**src/hdl/vsd_pkg.sv**
```systemverilog
package vsd_pkg;

	// Field widths fixed by the interface.
	localparam int POS_W   = 32;
	localparam int SPEED_W = 16;
	localparam int STEP_W  = 16;
	localparam int LIMIT_W = 15;
	localparam int KEEP_W  = 16;
	localparam int SQ_W    = 2 * STEP_W;

	// Default width of the tick counters.
	localparam int COUNT_BITS_DEF = 16;

	// Register reset values.
	localparam logic [STEP_W-1:0]  RST_POS_STEP_STRICT   = 16'd10;
	localparam logic [STEP_W-1:0]  RST_POS_STEP_NORMAL   = 16'd30;
	localparam logic [LIMIT_W-1:0] RST_SPEED_STRICT      = 15'd20;
	localparam logic [LIMIT_W-1:0] RST_SPEED_NORMAL      = 15'd50;
	localparam logic [KEEP_W-1:0]  RST_POS_STRICT_KEEP   = 16'd5;
	localparam logic [KEEP_W-1:0]  RST_POS_NORMAL_KEEP   = 16'd10;
	localparam logic [KEEP_W-1:0]  RST_SPEED_STRICT_KEEP = 16'd5;
	localparam logic [KEEP_W-1:0]  RST_SPEED_NORMAL_KEEP = 16'd10;

	// Register indexes; register i sits at byte address 4*i.
	typedef enum logic [2:0] {
		REG_POS_STEP_STRICT   = 3'd0,
		REG_POS_STEP_NORMAL   = 3'd1,
		REG_SPEED_STRICT      = 3'd2,
		REG_SPEED_NORMAL      = 3'd3,
		REG_POS_STRICT_KEEP   = 3'd4,
		REG_POS_NORMAL_KEEP   = 3'd5,
		REG_SPEED_STRICT_KEEP = 3'd6,
		REG_SPEED_NORMAL_KEEP = 3'd7
	} reg_idx_t;

	// Input beat.
	typedef struct packed {
		logic signed [POS_W-1:0]   pos_x;
		logic signed [POS_W-1:0]   pos_y;
		logic signed [SPEED_W-1:0] speed;
	} sample_t;

	// Result beat.
	typedef struct packed {
		logic standstill;
		logic still_by_position;
		logic still_by_speed;
	} result_t;

	// Configuration handed from the register file to the datapath.
	typedef struct packed {
		logic [SQ_W-1:0]    step_strict_sq;
		logic [SQ_W-1:0]    step_normal_sq;
		logic [LIMIT_W-1:0] speed_strict;
		logic [LIMIT_W-1:0] speed_normal;
		logic [KEEP_W-1:0]  pos_strict_keep;
		logic [KEEP_W-1:0]  pos_normal_keep;
		logic [KEEP_W-1:0]  speed_strict_keep;
		logic [KEEP_W-1:0]  speed_normal_keep;
	} cfg_t;

endpackage

```
**src/hdl/vehicle_standstill_detector.sv**
```systemverilog
// Standstill detector: takes one position/speed sample per beat and returns one result beat
// per sample. A sample may be accepted in every clock cycle while the result beat is not stalled;
// the edge that accepts it loads the input register, and the result register then takes its
// result beat once the result slot frees up. The throughput of one sample per cycle is set
// by the update loop of the last position and the four tick counters, which closes between
// the input register and the result register. Counters count samples, saturate at full
// scale and clear when their condition fails. Thresholds are to be written over the APB
// port only while no sample is in flight; the block itself does not enforce this.
module vehicle_standstill_detector #(
	parameter int COUNT_BITS = vsd_pkg::COUNT_BITS_DEF
) (
	input  logic              clk,
	input  logic              arst_n,
	input  logic              psel,
	input  logic              penable,
	input  logic              pwrite,
	input  logic [4:0]        paddr,
	input  logic [31:0]       pwdata,
	output logic [31:0]       prdata,
	output logic              pready,
	input  logic              sample_valid,
	output logic              sample_ready,
	input  vsd_pkg::sample_t  sample,
	output logic              result_valid,
	input  logic              result_ready,
	output vsd_pkg::result_t  result
);
	import vsd_pkg::*;

	cfg_t cfg;

	// Configuration registers.
	vsd_regs u_regs (
		.clk(clk), .arst_n(arst_n),
		.psel(psel), .penable(penable), .pwrite(pwrite),
		.paddr(paddr), .pwdata(pwdata), .prdata(prdata), .pready(pready),
		.cfg(cfg)
	);

	// Detection datapath.
	vsd_core #(.COUNT_BITS(COUNT_BITS)) u_core (
		.clk(clk), .arst_n(arst_n), .cfg(cfg),
		.sample_valid(sample_valid), .sample_ready(sample_ready), .sample(sample),
		.result_valid(result_valid), .result_ready(result_ready), .result(result)
	);

endmodule

```
**src/hdl/vsd_regs.sv**
```systemverilog
module vsd_regs (
	input  logic                clk,
	input  logic                arst_n,
	input  logic                psel,
	input  logic                penable,
	input  logic                pwrite,
	input  logic [4:0]          paddr,
	input  logic [31:0]         pwdata,
	output logic [31:0]         prdata,
	output logic                pready,
	output vsd_pkg::cfg_t       cfg
);
	import vsd_pkg::*;

	logic [STEP_W-1:0]  pos_step_strict_q;
	logic [STEP_W-1:0]  pos_step_normal_q;
	logic [LIMIT_W-1:0] speed_strict_q;
	logic [LIMIT_W-1:0] speed_normal_q;
	logic [KEEP_W-1:0]  pos_strict_keep_q;
	logic [KEEP_W-1:0]  pos_normal_keep_q;
	logic [KEEP_W-1:0]  speed_strict_keep_q;
	logic [KEEP_W-1:0]  speed_normal_keep_q;
	logic [SQ_W-1:0]    step_strict_sq_q;
	logic [SQ_W-1:0]    step_normal_sq_q;
	logic               wr_en;
	reg_idx_t           idx;

	assign pready = 1'b1;
	assign wr_en  = psel && penable && pwrite;
	assign idx    = reg_idx_t'(paddr[4:2]);

	// Register writes in the access phase.
	always_ff @(posedge clk or negedge arst_n) begin
		if (!arst_n) begin
			pos_step_strict_q   <= RST_POS_STEP_STRICT;
			pos_step_normal_q   <= RST_POS_STEP_NORMAL;
			speed_strict_q      <= RST_SPEED_STRICT;
			speed_normal_q      <= RST_SPEED_NORMAL;
			pos_strict_keep_q   <= RST_POS_STRICT_KEEP;
			pos_normal_keep_q   <= RST_POS_NORMAL_KEEP;
			speed_strict_keep_q <= RST_SPEED_STRICT_KEEP;
			speed_normal_keep_q <= RST_SPEED_NORMAL_KEEP;
		end else if (wr_en) begin
			case (idx)
				REG_POS_STEP_STRICT:   pos_step_strict_q   <= pwdata[STEP_W-1:0];
				REG_POS_STEP_NORMAL:   pos_step_normal_q   <= pwdata[STEP_W-1:0];
				REG_SPEED_STRICT:      speed_strict_q      <= pwdata[LIMIT_W-1:0];
				REG_SPEED_NORMAL:      speed_normal_q      <= pwdata[LIMIT_W-1:0];
				REG_POS_STRICT_KEEP:   pos_strict_keep_q   <= pwdata[KEEP_W-1:0];
				REG_POS_NORMAL_KEEP:   pos_normal_keep_q   <= pwdata[KEEP_W-1:0];
				REG_SPEED_STRICT_KEEP: speed_strict_keep_q <= pwdata[KEEP_W-1:0];
				REG_SPEED_NORMAL_KEEP: speed_normal_keep_q <= pwdata[KEEP_W-1:0];
				default: ;
			endcase
		end
	end

	// Squared step thresholds, kept in registers so the datapath only compares.
	always_ff @(posedge clk or negedge arst_n) begin
		if (!arst_n) begin
			step_strict_sq_q <= SQ_W'(RST_POS_STEP_STRICT) * SQ_W'(RST_POS_STEP_STRICT);
			step_normal_sq_q <= SQ_W'(RST_POS_STEP_NORMAL) * SQ_W'(RST_POS_STEP_NORMAL);
		end else begin
			step_strict_sq_q <= SQ_W'(pos_step_strict_q) * SQ_W'(pos_step_strict_q);
			step_normal_sq_q <= SQ_W'(pos_step_normal_q) * SQ_W'(pos_step_normal_q);
		end
	end

	// Read back.
	always_comb begin
		case (idx)
			REG_POS_STEP_STRICT:   prdata = 32'(pos_step_strict_q);
			REG_POS_STEP_NORMAL:   prdata = 32'(pos_step_normal_q);
			REG_SPEED_STRICT:      prdata = 32'(speed_strict_q);
			REG_SPEED_NORMAL:      prdata = 32'(speed_normal_q);
			REG_POS_STRICT_KEEP:   prdata = 32'(pos_strict_keep_q);
			REG_POS_NORMAL_KEEP:   prdata = 32'(pos_normal_keep_q);
			REG_SPEED_STRICT_KEEP: prdata = 32'(speed_strict_keep_q);
			REG_SPEED_NORMAL_KEEP: prdata = 32'(speed_normal_keep_q);
			default:               prdata = '0;
		endcase
	end

	always_comb begin
		cfg.step_strict_sq    = step_strict_sq_q;
		cfg.step_normal_sq    = step_normal_sq_q;
		cfg.speed_strict      = speed_strict_q;
		cfg.speed_normal      = speed_normal_q;
		cfg.pos_strict_keep   = pos_strict_keep_q;
		cfg.pos_normal_keep   = pos_normal_keep_q;
		cfg.speed_strict_keep = speed_strict_keep_q;
		cfg.speed_normal_keep = speed_normal_keep_q;
	end

endmodule

```
**src/hdl/vsd_tick_counter.sv**
```systemverilog
module vsd_tick_counter #(
	parameter int COUNT_BITS = vsd_pkg::COUNT_BITS_DEF
) (
	input  logic                  clk,
	input  logic                  arst_n,
	input  logic                  en,
	input  logic                  hold,
	output logic [COUNT_BITS-1:0] count_next
);
	import vsd_pkg::*;

	logic [COUNT_BITS-1:0] count_q;

	// Count up while the condition holds, stop at full scale, clear otherwise.
	always_comb begin
		if (!hold) begin
			count_next = '0;
		end else if (&count_q) begin
			count_next = count_q;
		end else begin
			count_next = count_q + COUNT_BITS'(1);
		end
	end

	always_ff @(posedge clk or negedge arst_n) begin
		if (!arst_n) begin
			count_q <= '0;
		end else if (en) begin
			count_q <= count_next;
		end
	end

endmodule

```
**src/hdl/vsd_core.sv**
```systemverilog
module vsd_core #(
	parameter int COUNT_BITS = vsd_pkg::COUNT_BITS_DEF
) (
	input  logic              clk,
	input  logic              arst_n,
	input  vsd_pkg::cfg_t     cfg,
	input  logic              sample_valid,
	output logic              sample_ready,
	input  vsd_pkg::sample_t  sample,
	output logic              result_valid,
	input  logic              result_ready,
	output vsd_pkg::result_t  result
);
	import vsd_pkg::*;

	localparam int CMP_W  = (COUNT_BITS > KEEP_W) ? COUNT_BITS : KEEP_W;
	localparam int DIFF_W = POS_W + 1;
	localparam int AV_W   = SPEED_W + 1;

	sample_t               sample_s1;
	logic                  valid_s1;
	result_t               result_s2;
	logic                  valid_s2;
	logic                  advance;
	logic                  step_en;
	logic signed [POS_W-1:0] last_x_q;
	logic signed [POS_W-1:0] last_y_q;
	logic [DIFF_W-1:0]     dx;
	logic [DIFF_W-1:0]     dy;
	logic [DIFF_W-1:0]     ax;
	logic [DIFF_W-1:0]     ay;
	logic [AV_W-1:0]       sp_ext;
	logic [AV_W-1:0]       av;
	logic                  small_step;
	logic [SQ_W:0]         d2;
	logic                  hold_pos_strict;
	logic                  hold_pos_normal;
	logic                  hold_speed_strict;
	logic                  hold_speed_normal;
	logic [COUNT_BITS-1:0] pos_strict_next;
	logic [COUNT_BITS-1:0] pos_normal_next;
	logic [COUNT_BITS-1:0] speed_strict_next;
	logic [COUNT_BITS-1:0] speed_normal_next;
	logic                  by_pos;
	logic                  by_speed;

	// Handshake: the input register moves on whenever the result slot frees up.
	assign advance      = !valid_s2 || result_ready;
	assign sample_ready = !valid_s1 || advance;
	assign step_en      = valid_s1 && advance;

	always_ff @(posedge clk or negedge arst_n) begin
		if (!arst_n) begin
			valid_s1 <= 1'b0;
		end else if (sample_ready) begin
			valid_s1 <= sample_valid;
		end
	end

	always_ff @(posedge clk) begin
		if (sample_valid && sample_ready) begin
			sample_s1 <= sample;
		end
	end

	// Step from the last position, magnitude per axis.
	always_comb begin
		dx = {sample_s1.pos_x[POS_W-1], sample_s1.pos_x} - {last_x_q[POS_W-1], last_x_q};
		dy = {sample_s1.pos_y[POS_W-1], sample_s1.pos_y} - {last_y_q[POS_W-1], last_y_q};
		ax = dx[DIFF_W-1] ? (~dx + DIFF_W'(1)) : dx;
		ay = dy[DIFF_W-1] ? (~dy + DIFF_W'(1)) : dy;
		small_step = (ax[DIFF_W-1:STEP_W] == '0) && (ay[DIFF_W-1:STEP_W] == '0);
		d2 = (SQ_W+1)'(ax[STEP_W-1:0] * ax[STEP_W-1:0])
		   + (SQ_W+1)'(ay[STEP_W-1:0] * ay[STEP_W-1:0]);
	end

	// Speed magnitude; the most negative value maps to 32768 exactly.
	always_comb begin
		sp_ext = {sample_s1.speed[SPEED_W-1], sample_s1.speed};
		av     = sp_ext[AV_W-1] ? (~sp_ext + AV_W'(1)) : sp_ext;
	end

	// Conditions that keep each counter running.
	assign hold_pos_strict   = small_step && (d2 < (SQ_W+1)'(cfg.step_strict_sq));
	assign hold_pos_normal   = small_step && (d2 < (SQ_W+1)'(cfg.step_normal_sq));
	assign hold_speed_strict = av < AV_W'(cfg.speed_strict);
	assign hold_speed_normal = av < AV_W'(cfg.speed_normal);

	vsd_tick_counter #(.COUNT_BITS(COUNT_BITS)) u_pos_strict (
		.clk(clk), .arst_n(arst_n), .en(step_en), .hold(hold_pos_strict),
		.count_next(pos_strict_next)
	);
	vsd_tick_counter #(.COUNT_BITS(COUNT_BITS)) u_pos_normal (
		.clk(clk), .arst_n(arst_n), .en(step_en), .hold(hold_pos_normal),
		.count_next(pos_normal_next)
	);
	vsd_tick_counter #(.COUNT_BITS(COUNT_BITS)) u_speed_strict (
		.clk(clk), .arst_n(arst_n), .en(step_en), .hold(hold_speed_strict),
		.count_next(speed_strict_next)
	);
	vsd_tick_counter #(.COUNT_BITS(COUNT_BITS)) u_speed_normal (
		.clk(clk), .arst_n(arst_n), .en(step_en), .hold(hold_speed_normal),
		.count_next(speed_normal_next)
	);

	// Flags from the updated counts.
	assign by_pos   = (CMP_W'(pos_strict_next) > CMP_W'(cfg.pos_strict_keep))
	               || (CMP_W'(pos_normal_next) > CMP_W'(cfg.pos_normal_keep));
	assign by_speed = (CMP_W'(speed_strict_next) > CMP_W'(cfg.speed_strict_keep))
	               || (CMP_W'(speed_normal_next) > CMP_W'(cfg.speed_normal_keep));

	// The last position follows every processed sample.
	always_ff @(posedge clk or negedge arst_n) begin
		if (!arst_n) begin
			last_x_q <= '0;
			last_y_q <= '0;
		end else if (step_en) begin
			last_x_q <= sample_s1.pos_x;
			last_y_q <= sample_s1.pos_y;
		end
	end

	// Result register.
	always_ff @(posedge clk or negedge arst_n) begin
		if (!arst_n) begin
			valid_s2 <= 1'b0;
		end else if (advance) begin
			valid_s2 <= valid_s1;
		end
	end

	always_ff @(posedge clk) begin
		if (step_en) begin
			result_s2.standstill        <= by_pos && by_speed;
			result_s2.still_by_position <= by_pos;
			result_s2.still_by_speed    <= by_speed;
		end
	end

	assign result_valid = valid_s2;
	assign result       = result_s2;

endmodule

```
**config.mk**
```make
export PLATFORM = sky130hd
export DESIGN_NAME = vehicle_standstill_detector
export DESIGN_NICKNAME = d
export VERILOG_FILES = /design/src/hdl/vsd_pkg.sv /design/src/hdl/vehicle_standstill_detector.sv /design/src/hdl/vsd_regs.sv /design/src/hdl/vsd_tick_counter.sv /design/src/hdl/vsd_core.sv
export SDC_FILE = /design/constraint.sdc
export NUM_CORES = 2
export LEC_CHECK = 0
export ABC_AREA = 1
export BUFFER_PORTS_ARGS = -buffer_cell sky130_fd_sc_hd__buf_2
export CAP_MARGIN = 20
export CORE_MARGIN = 3
export CORE_UTILIZATION = 40
export DETAILED_ROUTE_END_ITERATION = 8
export SYNTH_ARGS = -nofsm -noshare
export SYNTH_HDL_FRONTEND = slang
export SYNTH_SLANG_ARGS = --single-unit
```
**constraint.sdc**
```tcl
create_clock -name clk -period 34.1 [get_ports clk]
set_input_delay 6.82 -clock clk [delete_from_list [all_inputs] [get_ports clk]]
set_output_delay 6.82 -clock clk [all_outputs]
set_load 0.05 [all_outputs]
```
# Word level (Yosys, flattened, before mapping)

Cells that the tools add are included.

Input bits: 124
Output and inout bits: 38
Register bits after elaboration: 403

Reductions and logical operators: 29
Multipliers: 4
$add $sub $neg: 10
Order comparisons: 8
Mux-type cells: 12
Eq/ne operators: 7
Bitwise logic cells: 3

Operator list:

| operator                                            | number |
|---|---|
| one-hot mux 32 bit (8 select lines)                 | 1 |
| multiplier 16 x 16 -> 32 bit                        | 4 |
| two-way mux 16 bit                                  | 8 |
| adder 33 x 1 -> 33 bit, second input constant       | 2 |
| < comparator 33 x 32 -> 1 bit                       | 2 |
| two-way mux 33 bit                                  | 2 |
| inverter 33 bit                                     | 2 |
| subtractor 32 x 32 -> 33 bit                        | 2 |
| adder 16 x 1 -> 16 bit, second input constant       | 4 |
| > comparator 16 bit                                 | 4 |
| AND reduction 16 bit                                | 4 |
| logical NOT 17 bit                                  | 2 |
| < comparator 17 x 15 -> 1 bit                       | 2 |
| adder 32 x 32 -> 33 bit                             | 1 |
| adder 17 x 1 -> 17 bit, second input constant       | 1 |
| two-way mux 17 bit                                  | 1 |
| inverter 17 bit                                     | 1 |
| AND reduction 2 bit                                 | 8 |
| equality test 3 bit, second input constant          | 4 |
| logical AND 1 bit                                   | 8 |
| equality test 3 x 2 -> 1 bit, second input constant | 2 |
| logical OR 1 bit                                    | 4 |
| equality test 3 x 1 -> 1 bit, second input constant | 1 |
| logical NOT 3 bit                                   | 1 |
| logical NOT 1 bit                                   | 2 |

# Longest topological paths before layout

Word-level depth: 12
Mapped depth: 76
Mapped depth without buffers: 72

# Cells and area by module

A second synthesis with hierarchy kept.

Cells, all modules: 8219
Area, all modules: 60331.6 um2

Modules (own cells, without submodules):

| module           | seq. area each (um2) | cells an instance | instances | area each (um2) |
|---|---|---|---|---|
| vsd_core         | 4144.0               | 4441              | 1         | 32029.5 |
| vsd_regs         | 4737.0               | 3006              | 1         | 23332.4 |
| vsd_tick_counter | 400.4                | 193               | 4         | 1242.4 |

# Least setup slack after synthesis

Ideal clock, no wire load.

Path kind: input -> output
From: in paddr[4]
To: out prdata[0]
Cell stages on the path: 6
Path slack: 18.801 ns
Data arrival time: 8.479 ns
Path buffers: 1
Cells stage by stage: clkbuf_1 > nor3_1 > clkinv_1 > o22ai_1 > a21oi_1 > o211ai_1

Longest elaborated chain between the ends: 2
Elaborated cells between the ends (all ways): 9

Ends and longest elaborated chain:

| what                                        | RTL line                          | text |
|---|---|---|
| start, declared                             | vehicle_standstill_detector.sv:17 | `input logic [4:0] paddr,` |
| equality test 3 bit (tied with other cells) | vsd_regs.sv:71                    | `case (idx)` |
| one-hot mux 32 bit (8 select lines) (*)     | vsd_regs.sv:71                    |  |
| end, declared                               | vehicle_standstill_detector.sv:19 | `output logic [31:0] prdata,` |

Mark *: on every way between the ends. The rest lies on a longest branch, timed or not. The select of a mux whose other input is x is not followed.

# Worst setup path in the final report

From: in paddr[3]
To: out prdata[5]

The elaborated chain is that of the path after synthesis.

==> results.md <==
- Syn avg cell area: 7.75 µm²
- Worst path cell trace: buf_2 > inv_1 > nand3_1 > o22ai_1 > nor2_1 > o211ai_1 > buf_2
- Final Instance Area: approximately 61000 µm²
- Area grow syn2layout: 7.61%
- Via-per-instance ratio: 4.87
- GR Overflow Total: 0
- Final worst slack: 18.33 ns
- Setup TNS: 0 ns
- Setup violators final: 0
- Post_cts resized: 0
- Hold Path Class: reg -> reg
- Flop2flop setup slack: 18.53 ns
- CTS tree: built
- Crit path kind: in -> out
- Clk sinks: 401
- Relative slew slack: 0.328
- Post-placement setup slack: around 18 ns
- CTS root buf: clkbuf_16
- Via Count: between 40000 and 50000
- Final Skew: 0.0279 ns
- Fin cells: approximately 9300
- Clock-pin slew of the registers on the worst-case setup and hold paths: 0.06 ns
- Dpl hpwl: 123 mm
- Setup crit end kind: output port
- Post-DP Area: about 60000 µm²
- Postcts setup bufs: 0
- First-pass GRT wire length: 244 mm
- Nets: between 8000 and 9000
- Ys async rst share: 0.793
- RR Endpoint: u_core.result[2]
- Max Cap Viol: 0
- Die area: 147000 µm²
- Cells after DPL: around 9200
- Most frequent cells in the layout: inv_1 (1883), nand2_1 (1626), fa_1 (718), ha_1 (613), nor2_1 (514)
- DRC: 0
- Initial core utilization: 0.406
- Row count: 137
- Yosys warns: 0
- Gp weighted congestion: just over 0.9
- Clk buf depth: 3
- Most common cell after layout, fill and taps aside: inv_1
- Hold Path Cell Cnt: 2
- Seq cells post-synth: 401
- RSZ-0062 raised after global routing: false
- Layout cells sized above 1: 0.0494
- Antenna Nets Post-Route: 0
- CTS Buf Count: 50
- IO Port Bufs: 126
- Clk Latency, worst-skew pair: 0.65 ns
- WP buf/inv: 3
- Post-CTS Hold Fix Bufs: 0
- Final Hold Fails: 0
- Cell Area, Synth: 56900 µm²
- Worst Setup Start Kind: primary input
- WP depth: 7
- EDFF count, synth: 83
- Top-Level Pins: 162
- ANT cells: 0
- Drt total wl: 149 mm
- CP arrival: 8.95 ns
- Die height: 383 µm
- Top delay family on crit path: compound AO/OA/AOI/OAI gates
- Final Max Tran Viols: 0
- Endpoint, Worst Hold: u_regs.speed_strict_q[9]
- Worst Reg2Reg Path Length in Cells: 64
- Pre-antenna DRT Iters: 8
- Vias in the first global route: 46600
- Critical-path top delay cell: o22ai_1
- Largest net degree at the start of global routing: 155
- Fill cell count: 14100
- CP Launch Point: paddr[3]
- Synth Flop Type: dfrtp_1
- Hold Crit Start: u_regs.speed_strict_q[9]
- Crit path time final: 15.77 ns
- Chip width: 383 µm
- CP peak stage delay: 0.60 ns
- Total GRT Usage: 0.207
- Initial drt markers: approximately 2700
- Initial antenna violation count: 0
- RR Startpoint: u_core.last_y_q[0]
- Cell repeated most along the worst path: buf_2
- Tcrit/Tclk final: 0.463
- Number of distinct library cells after synthesis: 57
- Worst-Margin Slew: 1.01 ns
- H-tree levels: 2
- Core footprint: roughly 140000 µm²
- Status: completed
- Synth Instances: 7349
- Post-DR wirelength/cell: 16.0 µm
- Critical Path RT: between 20 and 30 ns
- Fmax: 63.4 MHz
- Maximum fanout along the worst path: 17
- Sequential fraction of the synthesis area: 0.184
==> metrics by stage <==
step / hold slack, ns / utilization
2_1_floorplan: 0.352 / -
6_report: 0.485 / 0.436
5_1_grt: 0.499 / 0.436
3_5_place_dp: 0.467 / 0.424
4_1_cts: 0.488 / 0.436
3_3_place_gp: 0.466 / 0.424
==> cell families after synthesis <==
kind of cell    Yosys count  synth area share
buf+inv                2093             0.140
xor+xnor                208            0.0323
flops                   401             0.184
other cells               2          0.000132
compound gates          701            0.0677
simple gates           2613             0.188
fa+ha+maj              1331             0.387
==> worst max-delay path by stage <==
stage	end	slack (ns)
after floorplan	prdata[0]	18.80
after global placement	prdata[5]	18.33
after detailed placement	prdata[5]	18.32
after CTS	prdata[5]	18.32
after global routing	u_core.result[2]	17.41
final	prdata[5]	18.33
==> worst register-to-register path, delay by kind of cell, from the launching register on <==
| family | cells | cell delay, ns |
|---|---|---|
| xor+xnor | 2 | 1.11 |
| buf+inv | 10 | 1.48 |
| flops | 1 | 0.38 |
| fa+ha+maj | 13 | 5.34 |
| compound gates | 17 | 3.37 |
| simple gates | 22 | 3.62 |
==> Yosys cell counts, drive strengths merged, types with 55 or more instances <==
library cell,instances,area (µm²)
o21ai,310,1550
ha,613,7670
buf,55,335
a21oi,242,1230
inv,1892,7100
nand4,108,676
xnor2,71,622
xor2,137,1210
nor2,546,2140
dfrtp,292,7310
nor3,82,415
clkbuf,140,526
edfxtp,83,2490
nand3,188,966
nand2,1639,6200
fa,718,14400
==> sequential cells by signal, summed over array words and instances, names as in the netlist, 31 cells and up <==
register and flops:
u_regs.step_strict_sq_q 31, u_core.last_x_q 32, u_regs.step_normal_sq_q 31, u_core.sample_s1 80
u_core.last_y_q 32
==> metal layers <==
metal,vias up,share of wire,track usage
met5,-,0,0
met4,0,0.024,0.0515
met3,183,0.039,0.0194
met2,940,0.49,0.361
met1,22000,0.45,0.276
li1,22300,-,-
==> layout make-up <==
cell class              count  area [µm²]  area share
multi-input cells        4870       38500       0.629
clock inverters            32         404     0.00660
well taps                1876        2350      0.0383
clock buffers              61        1350      0.0221
inverters                1898        7130       0.116
flip-flops and latches    401       10500       0.171
repair buffers            174        1010      0.0165
Power is not shown: default switching activity piles up to over one toggle a cycle in this logic, so the estimate is an artifact.
